<file path="src/design/zrht_pkg.sv">
// ----------------------------------------------------------------------------
// zrht_pkg
// Shared types and codes for the z-ordered rectangle hit table.
// ----------------------------------------------------------------------------
package zrht_pkg;

	localparam int ZRHT_MAX_TILES = 16;

	typedef enum logic [3:0] {
		CMD_ADD_BACK   = 4'd0,
		CMD_ADD_FRONT  = 4'd1,
		CMD_CLEAR      = 4'd2,
		CMD_HIGHLIGHT  = 4'd3,
		CMD_RAISE      = 4'd4,
		CMD_LOWER      = 4'd5,
		CMD_REMOVE     = 4'd6,
		CMD_REMOVE_ALL = 4'd7,
		CMD_MERGE      = 4'd8,
		CMD_READ       = 4'd9
	} cmd_t;

	typedef enum logic [1:0] {
		STAT_OK   = 2'd0,
		STAT_MISS = 2'd1,
		STAT_FULL = 2'd2,
		STAT_NONE = 2'd3
	} status_t;

	// x in the low bits, color on top
	typedef struct packed {
		logic [7:0]  c;
		logic [11:0] h;
		logic [11:0] w;
		logic [11:0] y;
		logic [11:0] x;
	} tile_t;

	localparam int TILE_W = $bits(tile_t);

	// bounding box, right and bottom edges exclusive, 13 bits so nothing wraps
	typedef struct packed {
		logic [11:0] l;
		logic [11:0] t;
		logic [12:0] r;
		logic [12:0] b;
	} bbox_t;

endpackage

</file>
<file path="src/design/zrht_ram.sv">
// ----------------------------------------------------------------------------
// zrht_ram
// Generic one-write, one-read RAM with registered read data.
// ----------------------------------------------------------------------------
module zrht_ram #(
	parameter int WIDTH = 8,
	parameter int DEPTH = 16
) (
	input  logic                     clk,
	input  logic                     we,
	input  logic [$clog2(DEPTH)-1:0] waddr,
	input  logic [WIDTH-1:0]         wdata,
	input  logic [$clog2(DEPTH)-1:0] raddr,
	output logic [WIDTH-1:0]         rdata
);

	logic [WIDTH-1:0] mem_q [DEPTH];

	always_ff @(posedge clk) begin
		if (we) begin
			mem_q[waddr] <= wdata;
		end
		rdata <= mem_q[raddr];
	end

endmodule

</file>
<file path="src/design/zrht_hit.sv">
// ----------------------------------------------------------------------------
// zrht_hit
// Shared compare unit: half-open point containment and bounding box growth.
// ----------------------------------------------------------------------------
module zrht_hit (
	input  zrht_pkg::tile_t tile,
	input  logic [11:0]     px,
	input  logic [11:0]     py,
	input  zrht_pkg::bbox_t box_in,
	output logic            hit,
	output zrht_pkg::bbox_t box_out
);
	import zrht_pkg::*;

	logic [12:0] right, bottom;

	assign right  = {1'b0, tile.x} + {1'b0, tile.w};
	assign bottom = {1'b0, tile.y} + {1'b0, tile.h};

	assign hit = (tile.x <= px) && ({1'b0, px} < right) &&
		(tile.y <= py) && ({1'b0, py} < bottom);

	always_comb begin
		box_out.l = (tile.x < box_in.l) ? tile.x : box_in.l;
		box_out.t = (tile.y < box_in.t) ? tile.y : box_in.t;
		box_out.r = (right > box_in.r) ? right : box_in.r;
		box_out.b = (bottom > box_in.b) ? bottom : box_in.b;
	end

endmodule

</file>
<file path="src/design/zorder_rect_hit_table_top.sv">
// ----------------------------------------------------------------------------
// zorder_rect_hit_table_top
// Front-to-back ordered rectangle table with point hit commands.
//
// channel  dir  handshake                     content
// s_axis   in   s_axis_tvalid/s_axis_tready   one command transaction
// m_axis   out  m_axis_tvalid/m_axis_tready   one result transaction
// cfg      in   cfg_valid/cfg_ready           highlight color
//
// A command runs through at most a scan for the first hit, a compaction pass
// and a shift-up pass over the stored tiles, one entry per cycle through the
// tile RAM and the shared compare unit.
// Input is taken only while idle; a held result stalls the next command in
// its output state.
// arst_n clears the tile count and the state; no clearing pass is needed.
// ----------------------------------------------------------------------------
module zorder_rect_hit_table_top #(
	parameter int MAX_TILES = zrht_pkg::ZRHT_MAX_TILES
) (
	input  logic        clk,
	input  logic        arst_n,
	input  logic        s_axis_tvalid,
	output logic        s_axis_tready,
	// px, py, width, height, color, position, pad
	input  logic [63:0] s_axis_tdata,
	// cmd
	input  logic [3:0]  s_axis_tuser,
	output logic        m_axis_tvalid,
	input  logic        m_axis_tready,
	// removed, tile_x, tile_y, tile_width, tile_height, tile_color, occupancy, pad
	output logic [71:0] m_axis_tdata,
	// status
	output logic [1:0]  m_axis_tuser,
	input  logic        cfg_valid,
	output logic        cfg_ready,
	input  logic [7:0]  cfg_data
);
	import zrht_pkg::*;

	localparam int IW = $clog2(MAX_TILES);
	localparam int CW = $clog2(MAX_TILES + 1);
	localparam int PW = (CW > 4) ? CW : 4;

	typedef enum logic [6:0] {
		ST_IDLE    = 7'b0000001,
		ST_RDW     = 7'b0000010,
		ST_SCAN    = 7'b0000100,
		ST_COMPACT = 7'b0001000,
		ST_SHIFT   = 7'b0010000,
		ST_FINAL   = 7'b0100000,
		ST_OUT     = 7'b1000000
	} state_t;

	state_t          st_q;
	logic [3:0]      cmd_q;
	logic [11:0]     px_q, py_q;
	tile_t           nt_q, res_q;
	logic            pos_ok_q;
	logic [CW-1:0]   count_q, rd_q, wr_q, i_q, removed_q;
	logic [IW-1:0]   pa_q, hit_q;
	logic            pend_q;
	bbox_t           bbox_q;
	status_t         status_q;
	logic [7:0]      hl_q;

	logic [11:0] in_px, in_py, in_w, in_h;
	logic [7:0]  in_color;
	logic [3:0]  in_pos, in_cmd;
	logic        s_fire, out_load, drop, rd_more;
	logic [PW-1:0] pos_ext, cnt_ext;

	logic            we;
	logic [IW-1:0]   waddr, raddr;
	tile_t           wdata, rd_tile;
	logic [TILE_W-1:0] rdata;

	logic  hit;
	bbox_t box_in, box_out;
	logic [12:0] dw, dh;
	tile_t merged;

	assign in_px    = s_axis_tdata[11:0];
	assign in_py    = s_axis_tdata[23:12];
	assign in_w     = s_axis_tdata[35:24];
	assign in_h     = s_axis_tdata[47:36];
	assign in_color = s_axis_tdata[55:48];
	assign in_pos   = s_axis_tdata[59:56];
	assign in_cmd   = s_axis_tuser;

	assign s_axis_tready = (st_q == ST_IDLE);
	assign s_fire        = s_axis_tvalid && s_axis_tready;
	assign cfg_ready     = 1'b1;
	assign out_load      = (st_q == ST_OUT) && (!m_axis_tvalid || m_axis_tready);
	assign pos_ext       = PW'(in_pos);
	assign cnt_ext       = PW'(count_q);
	assign rd_more       = (rd_q < count_q);
	assign rd_tile       = tile_t'(rdata);

	assign box_in = (st_q == ST_SCAN) ? '{l: 12'hFFF, t: 12'hFFF, r: '0, b: '0} : bbox_q;

	zrht_hit u_hit (
		.tile    (rd_tile),
		.px      (px_q),
		.py      (py_q),
		.box_in  (box_in),
		.hit     (hit),
		.box_out (box_out)
	);

	assign drop = pend_q && hit &&
		((cmd_q == CMD_REMOVE_ALL) || (cmd_q == CMD_MERGE));

	assign dw = bbox_q.r - {1'b0, bbox_q.l};
	assign dh = bbox_q.b - {1'b0, bbox_q.t};
	always_comb begin
		merged   = res_q;
		merged.x = bbox_q.l;
		merged.y = bbox_q.t;
		merged.w = (dw > 13'd4095) ? 12'hFFF : dw[11:0];
		merged.h = (dh > 13'd4095) ? 12'hFFF : dh[11:0];
	end

	zrht_ram #(
		.WIDTH (TILE_W),
		.DEPTH (MAX_TILES)
	) u_ram (
		.clk   (clk),
		.we    (we),
		.waddr (waddr),
		.wdata (wdata),
		.raddr (raddr),
		.rdata (rdata)
	);

	always_comb begin
		we    = 1'b0;
		waddr = '0;
		wdata = rd_tile;
		raddr = rd_q[IW-1:0];
		case (st_q)
			ST_IDLE: begin
				raddr = IW'(in_pos);
			end
			ST_COMPACT: begin
				we    = pend_q && !drop;
				waddr = wr_q[IW-1:0];
			end
			ST_SHIFT: begin
				raddr = IW'(i_q - CW'(1));
				we    = pend_q;
				waddr = pa_q + IW'(1);
			end
			ST_FINAL: begin
				case (cmd_q)
					CMD_ADD_BACK: begin
						we    = 1'b1;
						waddr = count_q[IW-1:0];
						wdata = nt_q;
					end
					CMD_ADD_FRONT: begin
						we    = 1'b1;
						wdata = nt_q;
					end
					CMD_HIGHLIGHT: begin
						we      = 1'b1;
						waddr   = hit_q;
						wdata   = res_q;
						wdata.c = hl_q;
					end
					CMD_RAISE, CMD_MERGE: begin
						we    = 1'b1;
						wdata = res_q;
					end
					CMD_LOWER: begin
						we    = 1'b1;
						waddr = count_q[IW-1:0];
						wdata = res_q;
					end
					default: begin
						we = 1'b0;
					end
				endcase
			end
			default: begin
				we = 1'b0;
			end
		endcase
	end

	always_ff @(posedge clk or negedge arst_n) begin
		if (!arst_n) begin
			hl_q <= 8'd1;
		end else if (cfg_valid && cfg_ready) begin
			hl_q <= cfg_data;
		end
	end

	always_ff @(posedge clk or negedge arst_n) begin
		if (!arst_n) begin
			st_q    <= ST_IDLE;
			count_q <= '0;
			pend_q  <= 1'b0;
		end else begin
			case (st_q)
				ST_IDLE: begin
					if (s_fire) begin
						cmd_q     <= in_cmd;
						px_q      <= in_px;
						py_q      <= in_py;
						nt_q      <= '{c: in_color, h: in_h, w: in_w, y: in_py, x: in_px};
						res_q     <= '0;
						status_q  <= STAT_OK;
						removed_q <= '0;
						pend_q    <= 1'b0;
						rd_q      <= '0;
						pos_ok_q  <= (pos_ext < cnt_ext);
						i_q       <= count_q;
						if (in_cmd inside {CMD_ADD_BACK, CMD_ADD_FRONT}) begin
							if (count_q >= CW'(MAX_TILES)) begin
								status_q <= STAT_FULL;
								st_q     <= ST_OUT;
							end else if (in_cmd == CMD_ADD_FRONT) begin
								st_q <= ST_SHIFT;
							end else begin
								st_q <= ST_FINAL;
							end
						end else if (in_cmd == CMD_CLEAR) begin
							count_q <= '0;
							st_q    <= ST_OUT;
						end else if (in_cmd inside {[CMD_HIGHLIGHT:CMD_MERGE]}) begin
							st_q <= ST_SCAN;
						end else if (in_cmd == CMD_READ) begin
							st_q <= ST_RDW;
						end else begin
							st_q <= ST_OUT;
						end
					end
				end
				ST_RDW: begin
					if (pos_ok_q) begin
						res_q <= rd_tile;
					end else begin
						status_q <= STAT_NONE;
					end
					st_q <= ST_OUT;
				end
				ST_SCAN: begin
					if (pend_q && hit) begin
						hit_q     <= pa_q;
						res_q     <= rd_tile;
						bbox_q    <= box_out;
						pend_q    <= 1'b0;
						removed_q <= ((cmd_q == CMD_REMOVE_ALL) || (cmd_q == CMD_MERGE)) ?
							CW'(1) : '0;
						rd_q      <= CW'(pa_q) + CW'(1);
						wr_q      <= CW'(pa_q);
						st_q      <= (cmd_q == CMD_HIGHLIGHT) ? ST_FINAL : ST_COMPACT;
					end else if (rd_more) begin
						pend_q <= 1'b1;
						pa_q   <= rd_q[IW-1:0];
						rd_q   <= rd_q + CW'(1);
					end else if (pend_q) begin
						pend_q <= 1'b0;
					end else begin
						status_q <= STAT_MISS;
						st_q     <= ST_OUT;
					end
				end
				ST_COMPACT: begin
					if (drop) begin
						removed_q <= removed_q + CW'(1);
						bbox_q    <= box_out;
					end else if (pend_q) begin
						wr_q <= wr_q + CW'(1);
					end
					if (rd_more) begin
						pend_q <= 1'b1;
						pa_q   <= rd_q[IW-1:0];
						rd_q   <= rd_q + CW'(1);
					end else begin
						pend_q <= 1'b0;
					end
					if (!pend_q && !rd_more) begin
						count_q <= wr_q;
						i_q     <= wr_q;
						case (cmd_q)
							CMD_RAISE: st_q <= ST_SHIFT;
							CMD_LOWER: st_q <= ST_FINAL;
							CMD_MERGE: begin
								res_q <= merged;
								st_q  <= ST_SHIFT;
							end
							default: st_q <= ST_OUT;
						endcase
					end
				end
				ST_SHIFT: begin
					if (i_q != '0) begin
						pend_q <= 1'b1;
						pa_q   <= IW'(i_q - CW'(1));
						i_q    <= i_q - CW'(1);
					end else begin
						pend_q <= 1'b0;
					end
					if (!pend_q && i_q == '0) begin
						st_q <= ST_FINAL;
					end
				end
				ST_FINAL: begin
					if (cmd_q == CMD_HIGHLIGHT) begin
						res_q.c <= hl_q;
					end else begin
						count_q <= count_q + CW'(1);
					end
					st_q <= ST_OUT;
				end
				ST_OUT: begin
					if (out_load) begin
						st_q <= ST_IDLE;
					end
				end
				default: begin
					st_q <= ST_IDLE;
				end
			endcase
		end
	end

	always_ff @(posedge clk or negedge arst_n) begin
		if (!arst_n) begin
			m_axis_tvalid <= 1'b0;
		end else if (out_load) begin
			m_axis_tvalid <= 1'b1;
		end else if (m_axis_tready) begin
			m_axis_tvalid <= 1'b0;
		end
	end

	always_ff @(posedge clk) begin
		if (out_load) begin
			m_axis_tuser <= status_q;
			m_axis_tdata <= {6'd0, 5'(count_q), res_q.c, res_q.h, res_q.w,
				res_q.y, res_q.x, 5'(removed_q)};
		end
	end

`ifndef SYNTH
	a_count_bound: assert property (@(posedge clk) disable iff (!arst_n)
		count_q <= CW'(MAX_TILES))
		else $error("tile count above capacity");

	a_compact_order: assert property (@(posedge clk) disable iff (!arst_n)
		(st_q == ST_COMPACT) |-> (wr_q < rd_q))
		else $error("compaction write index caught up with read index");

	a_full_status: assert property (@(posedge clk) disable iff (!arst_n)
		(st_q == ST_OUT && status_q == STAT_FULL) |-> (count_q == CW'(MAX_TILES)))
		else $error("full status with free entries");

	a_idle_no_pend: assert property (@(posedge clk) disable iff (!arst_n)
		(st_q == ST_IDLE && $past(st_q) == ST_OUT) |-> !pend_q)
		else $error("read pending after command end");
`endif

endmodule
</file>
<file path="config.mk">
export PLATFORM = sky130hd
export DESIGN_NAME = zorder_rect_hit_table_top
export DESIGN_NICKNAME = d
export VERILOG_FILES = /design/src/design/zrht_pkg.sv /design/src/design/zrht_ram.sv /design/src/design/zrht_hit.sv /design/src/design/zorder_rect_hit_table_top.sv
export SDC_FILE = /design/constraint.sdc
export NUM_CORES = 2
export LEC_CHECK = 0
export ABC_AREA = 1
export BUFFER_PORTS_ARGS = -buffer_cell sky130_fd_sc_hd__buf_4
export CORE_MARGIN = 10
export CORE_UTILIZATION = 65
export DETAILED_ROUTE_END_ITERATION = 10
export PLACE_DENSITY = 0.83
export SLEW_MARGIN = 15
export SYNTH_ARGS = -nofsm -noshare
export SYNTH_HDL_FRONTEND = slang
export SYNTH_SLANG_ARGS = --single-unit
</file>
<file path="constraint.sdc">
create_clock -name clk -period 14.8 [get_ports clk]
set_input_delay 3.7 -clock clk [delete_from_list [all_inputs] [get_ports clk]]
set_output_delay 3.7 -clock clk [all_outputs]
set_load 0.05 [all_outputs]
</file>
# Yosys cells after proc, flatten, opt, wreduce, memory -nomap -nowiden
# Memory sizes are Yosys's and may differ from the RTL's. A register that Yosys moved wholly into a read port is not among the register bits.
# Index checks and enable logic that the tools add are counted.
[word_totals] register_bits=287 mem_bits_rw=896 output_inout_bits=77 elab_cells=230 mem_count=1
[op_classes] n_addsub=11 order_cmp=15 eq_ne=37 n_mux=83 bitwise=1 reduce_logical=52
[memory_table] memory="u_ram.mem_q" depth=16 width=56 read_ports=1 rd_ports_with_merged_regs=1 wr=1 line_no="zrht_ram.sv:17" source="logic [WIDTH-1:0] mem_q [DEPTH];"
[ops] op="2-to-1 mux 56 bit" n=4
[ops] op="one-hot mux 48 bit (4 select lines)" n=1
[ops] op="one-hot mux 56 bit (3 select lines)" n=1
[ops] op="2-to-1 mux 50 bit" n=3
[ops] op="one-hot mux 50 bit (2 select lines)" n=1
[ops] op="2-to-1 mux 48 bit" n=2
[ops] op="2-to-1 mux 7 bit" n=12
[ops] op="2-to-1 mux 5 bit" n=15
[ops] op="one-hot mux 5 bit (3 select lines)" n=4
[ops] op="2-to-1 mux 12 bit" n=4
[ops] op="one-hot mux 7 bit (6 select lines)" n=1
[ops] op="one-hot mux 8 bit (5 select lines)" n=1
[ops] op="inequality test 2 bit, second input constant" n=16
[ops] op="adder 12 x 12 -> 13 bit" n=2
[ops] op="greater-than comparator 13 x 12 -> 1 bit, second input constant" n=2
[ops] op="greater-than comparator 13 bit" n=2
[ops] op="less-than comparator 12 x 13 -> 1 bit" n=2
[ops] op="2-to-1 mux 13 bit" n=2
[ops] op="subtractor 13 x 12 -> 13 bit" n=2
[ops] op="<= comparator 12 bit" n=2
[ops] op="less-than comparator 12 bit" n=2
[ops] op="one-hot mux 4 bit (3 select lines)" n=2
[ops] op="AND reduction 7 bit" n=3
[ops] op="adder 5 x 1 -> 5 bit, second input constant" n=4
[ops] op="50 further kinds" n=109

# Depth between registers and ports, before layout
[logic_depth] depth_word=12 depth_mapped=24 ltp_nobuf=24

# Hierarchy
# A second synthesis with hierarchy kept.
[hier_totals] hier_cells=5821 area_unflattened_um2=58139.5
[by_module_without_submodules] mod="zrht_ram" n_inst=1 cells_per_inst=3690 area_each_um2=39730.6 seq_area_each_um2=28026.9
[by_module_without_submodules] mod="zorder_rect_hit_table_top" n_inst=1 cells_per_inst=1468 area_each_um2=14281.2 seq_area_each_um2=8510.7
[by_module_without_submodules] mod="zrht_hit" n_inst=1 cells_per_inst=663 area_each_um2=4127.7 seq_area_each_um2=0.0

# Least setup slack after synthesis
# Ideal clock, no wire load.
[synth_timing] path_kind="input port to flip-flop" from="in m_axis_tready" to="reg m_axis_tdata[0], enable pin" t_arrival_ps=6585 slack_ps=7720 cell_stages=2 cell_sequence="nor2_1 nor2_1"
[synth_between] elab_chain_len=2
[synth_rtl] element="start, declared" line_no="zorder_rect_hit_table_top.sv:29" source="input logic m_axis_tready,"
[synth_rtl] element="logical OR 1 bit" line_no="zorder_rect_hit_table_top.sv:93" source="assign out_load = (st_q == ST_OUT) && (!m_axis_tvalid || m_axis_tready);"
[synth_rtl] element="logical AND 1 bit" line_no="zorder_rect_hit_table_top.sv:93"
[synth_rtl] element="via out_load" line_no="zorder_rect_hit_table_top.sv:69" source="logic s_fire, out_load, drop, rd_more;"
[synth_rtl] element="end signal, assigned" line_no="zorder_rect_hit_table_top.sv:342" source="m_axis_tdata <= {6'd0, 5'(count_q), res_q.c, res_q.h, res_q.w,"
[synth_rtl] element="end, declared" line_no="zorder_rect_hit_table_top.sv:31" source="output logic [71:0] m_axis_tdata,"
# The timed path passes the listed nets, and every way through them passes these cells.
# A chain may end at the register's enable or synchronous reset.

# Worst setup path after layout
[layout_timing] from="in s_axis_tdata[57]" to="reg u_ram.rdata[31], read port of u_ram.mem_q"
[layout_between] elab_chain_len=1
[layout_rtl] element="start, declared" line_no="zorder_rect_hit_table_top.sv:25" source="input logic [63:0] s_axis_tdata,"
[layout_rtl] element="one-hot mux 4 bit (2 select lines)" line_no="zorder_rect_hit_table_top.sv:140" source="case (st_q)"
[layout_rtl] element="end, declared" line_no="zrht_ram.sv:14" source="output logic [WIDTH-1:0] rdata"
# No other way between the ends.

==> summary.txt <==
Layout area overhead -> 11.99%
Pre-antenna DRT Iters -> 6
routed len/inst -> 25.69 um
CP Cell Sequence -> buf_4 > a21oi_1 > o21ai_4 > clkinv_8 > buf_4 > buf_4 > nor2_1 > o21ai_1 > nand3_1 > nand3_1 > nand2_1
routability cong. -> 0.9454
worst hold start -> status_q[0]
GRT Residual Overflow -> 0
Final Hold Slack -> 414.9 ps
ys flop type -> edfxtp_1
Hold WC Path Type -> flop to flop
vias in the first global route -> 36302
Avg Cell Area, Syn -> 12.10 um2
CP max-delay cell -> buf_4
CP required -> 15380 ps
Worst path max stage delay -> 960 ps
R2R setup slack -> 8210 ps
Std-Cell Core Area -> 82110 um2
Antenna Nets Post-Route -> 0
Worst-path clk slew -> 70 ps
post-CTS resize count -> 0
MaxCap Viol Count -> 0
Data arrival, critical path -> 7680 ps
Worst Reg2Reg Path Length in Cells -> 20
type of the worst setup path -> input pin to flop
Initial Util -> 65.64%
Final Util -> 73.50%
clock sinks -> 1239
Power Density -> 226.9 nW/um2
clock tree buffer depth -> 3
Synth area leader -> edfxtp_1
worst skew pair latency -> 700 ps
Setup Buffers After CTS -> 0
Root Buffer -> clkbuf_16
first-pass GRT wire length -> 216600 um
EDFF count, synth -> 1161
dpl hpwl -> 82690 um
H-tree levels -> 3
Yosys top cell area share -> 64.69%
crit start category -> input pin
critical path fanouts, max -> 211
largest net degree at the start of global routing -> 224
die width -> 307.9 um
Hold Crit Depth -> 0
# rows -> 105
I/O pin cnt -> 158
YS warnings -> 0
Die Span Y -> 307.9 um
Pleak -> 21.52 nW
Max Fclk -> 140.8 MHz
Area contributors post-synth -> edfxtp_1 (65%), o211ai_1 (4.1%), nor2_1 (4.0%), ha_1 (3.6%), nand3_1 (3.1%)
Final WS setup -> 7699 ps
Nets -> 4784
Yosys reg bits -> 1239
reg2reg start -> u_ram.rdata[13]
die area -> 94830 um2
initial antenna violation count -> 1
Cell variety after synth -> 53
Avg Vias per Cell -> 6.558
Post-synth ARST share -> 1.776%
setup TNS -> 0 ps
Period minus WS final -> 7101 ps
CP Capture Type -> flop
PortBufs -> 146
Initial DRC Count -> 5668
Final Hold Vio Count -> 0
ant diodes -> 0
Worst path most repeated cell -> buf_4
Slew Viols, Final -> 0
fin crit share -> 47.98%
Worst Tran Pin Value -> 1373 ps
Syn Inst Count -> 4455
relative slew slack -> 8.498%
DR DRC count -> 0
RSZ-0062 raised after global routing -> no
TritonCTS clock tree -> built
CTS hold repair buffers -> 0
Place WS -> 7227 ps
Clock Skew -> 34.03 ps
drt total wl -> 146900 um
Via Count -> 37507
sequential-to-total area share from yosys stat -> 67.80%
leading cell types in the layout, fill and taps excluded -> edfxtp_1 (1161), nor2_1 (563), nand2_1 (348)
Hold Path End -> m_axis_tuser[0]
GRT Util Overall -> 30.15%
outcome -> completed
Critical R2R Capture -> u_ram.mem_q[8][1]
total CTS buffers -> 118
setup violators final -> 0
Syn Std Cell Area -> 53890 um2
layout cell share with drive strength beyond 1 -> 15.29%
commonest non-fill, non-tap cell in the layout -> edfxtp_1
peak supply drop -> 0.0002914 V
==> kinds of logic after synthesis <==
group / Yosys count / synth area share (%)
adder cells (fa/ha/maj): 159 / 3.747
flip-flops: 1239 / 67.80
other: 2 / 0.01394
buffers and inverters: 514 / 3.870
AND/OR/NAND/NOR: 1525 / 12.73
AO/OA/AOI/OAI: 972 / 11.13
XOR/XNOR: 44 / 0.7151
==> worst max-delay path, delay by kind of cell <==
| family | cells | cell delay (ps) |
|---|---|---|
| and+or+nand+nor | 4 | 500 |
| buffers and inverters | 4 | 2340 |
| AOI/OAI and AO/OA | 3 | 640 |
==> Yosys cell counts, types with 9 or more instances <==
master,instances
nand4_1,12
clkbuf_1,119
buf_1,21
dfxtp_1,56
a21oi_1,181
o21ai_0,245
o21ai_1,80
o21bai_1,11
nor3_1,16
a31oi_1,9
buf_2,92
a221oi_1,20
o22ai_1,63
xor2_1,37
dfrtp_1,20
ha_1,155
a22oi_1,34
o211ai_1,291
inv_1,262
or2_2,231
nand2_1,349
nor2_1,568
edfxtp_1,1161
buf_4,11
nand3_1,330
==> sequential cells by signal, indices dropped and copies added (netlist names), 2 cells and up <==
name	count
m_axis_tdata	66
hl_q	8
res_q	48
status_q	2
wr_q	5
i_q	5
hit_q	4
u_ram.rdata	56
cmd_q	4
cnt_ext	5
st_q	7
removed_q	5
bbox_q	50
merged	8
u_ram.mem_q	896
m_axis_tuser	2
nt_q	56
rd_q	5
pa_q	4
==> through the flow <==
stage	instances	cell area (um2)	total power, mW
detailed placement	5492	56070	10.34
finish	5719	60350	13.69
global route	5719	60350	14.38
global placement	5492	56070	10.10
floorplan	4460	53910	8.738
CTS	5717	60170	13.53
==> power breakdown <==
group	switching (mW)	internal (mW)
Sequential	0.264	4.59
Clock	1.33	1.84
Combinational	3.94	1.73
Total	5.53	8.16
==> per-layer routing <==
| layer | part of all wire, % | routed length, um | vias to the layer above | global-route usage, % |
|---|---|---|---|---|
| li1 | - | - | 16396 | - |
| met5 | 0 | 0 | - | 0 |
| met1 | 35 | 51720 | 17820 | 39.08 |
| met4 | 5.1 | 7420 | 0 | 15.56 |
| met3 | 12 | 18280 | 517 | 5.659 |
| met2 | 47 | 69490 | 2774 | 48.47 |
==> area by class of cell <==
type,instances,area [um2]
Timing Repair Buffer,207,1599
Multi-Input combinational cell,2707,15740
Sequential cell,1239,36540
Fill cell,4840,21760
Inverter,271,1040
Clock inverter,79,890.9
Clock buffer,146,3212
Tap cell,1070,1339
==> worst max-delay path by stage <==
stage | from | endpoint | slack, ps | cells after the start
final | s_axis_tdata[57] | u_ram.rdata[31] | 7700 | 11
after floorplan | m_axis_tready | m_axis_tdata[0] | 7720 | 2
after global routing | s_axis_tdata[57] | u_ram.rdata[6] | 7600 | 11
after global placement | s_axis_tdata[57] | u_ram.rdata[6] | 7340 | 11
after detailed placement | s_axis_tdata[57] | u_ram.rdata[31] | 7230 | 11
after CTS | s_axis_tdata[57] | u_ram.rdata[31] | 7860 | 11
No activity file was read; power rests on OpenSTA's default activity.
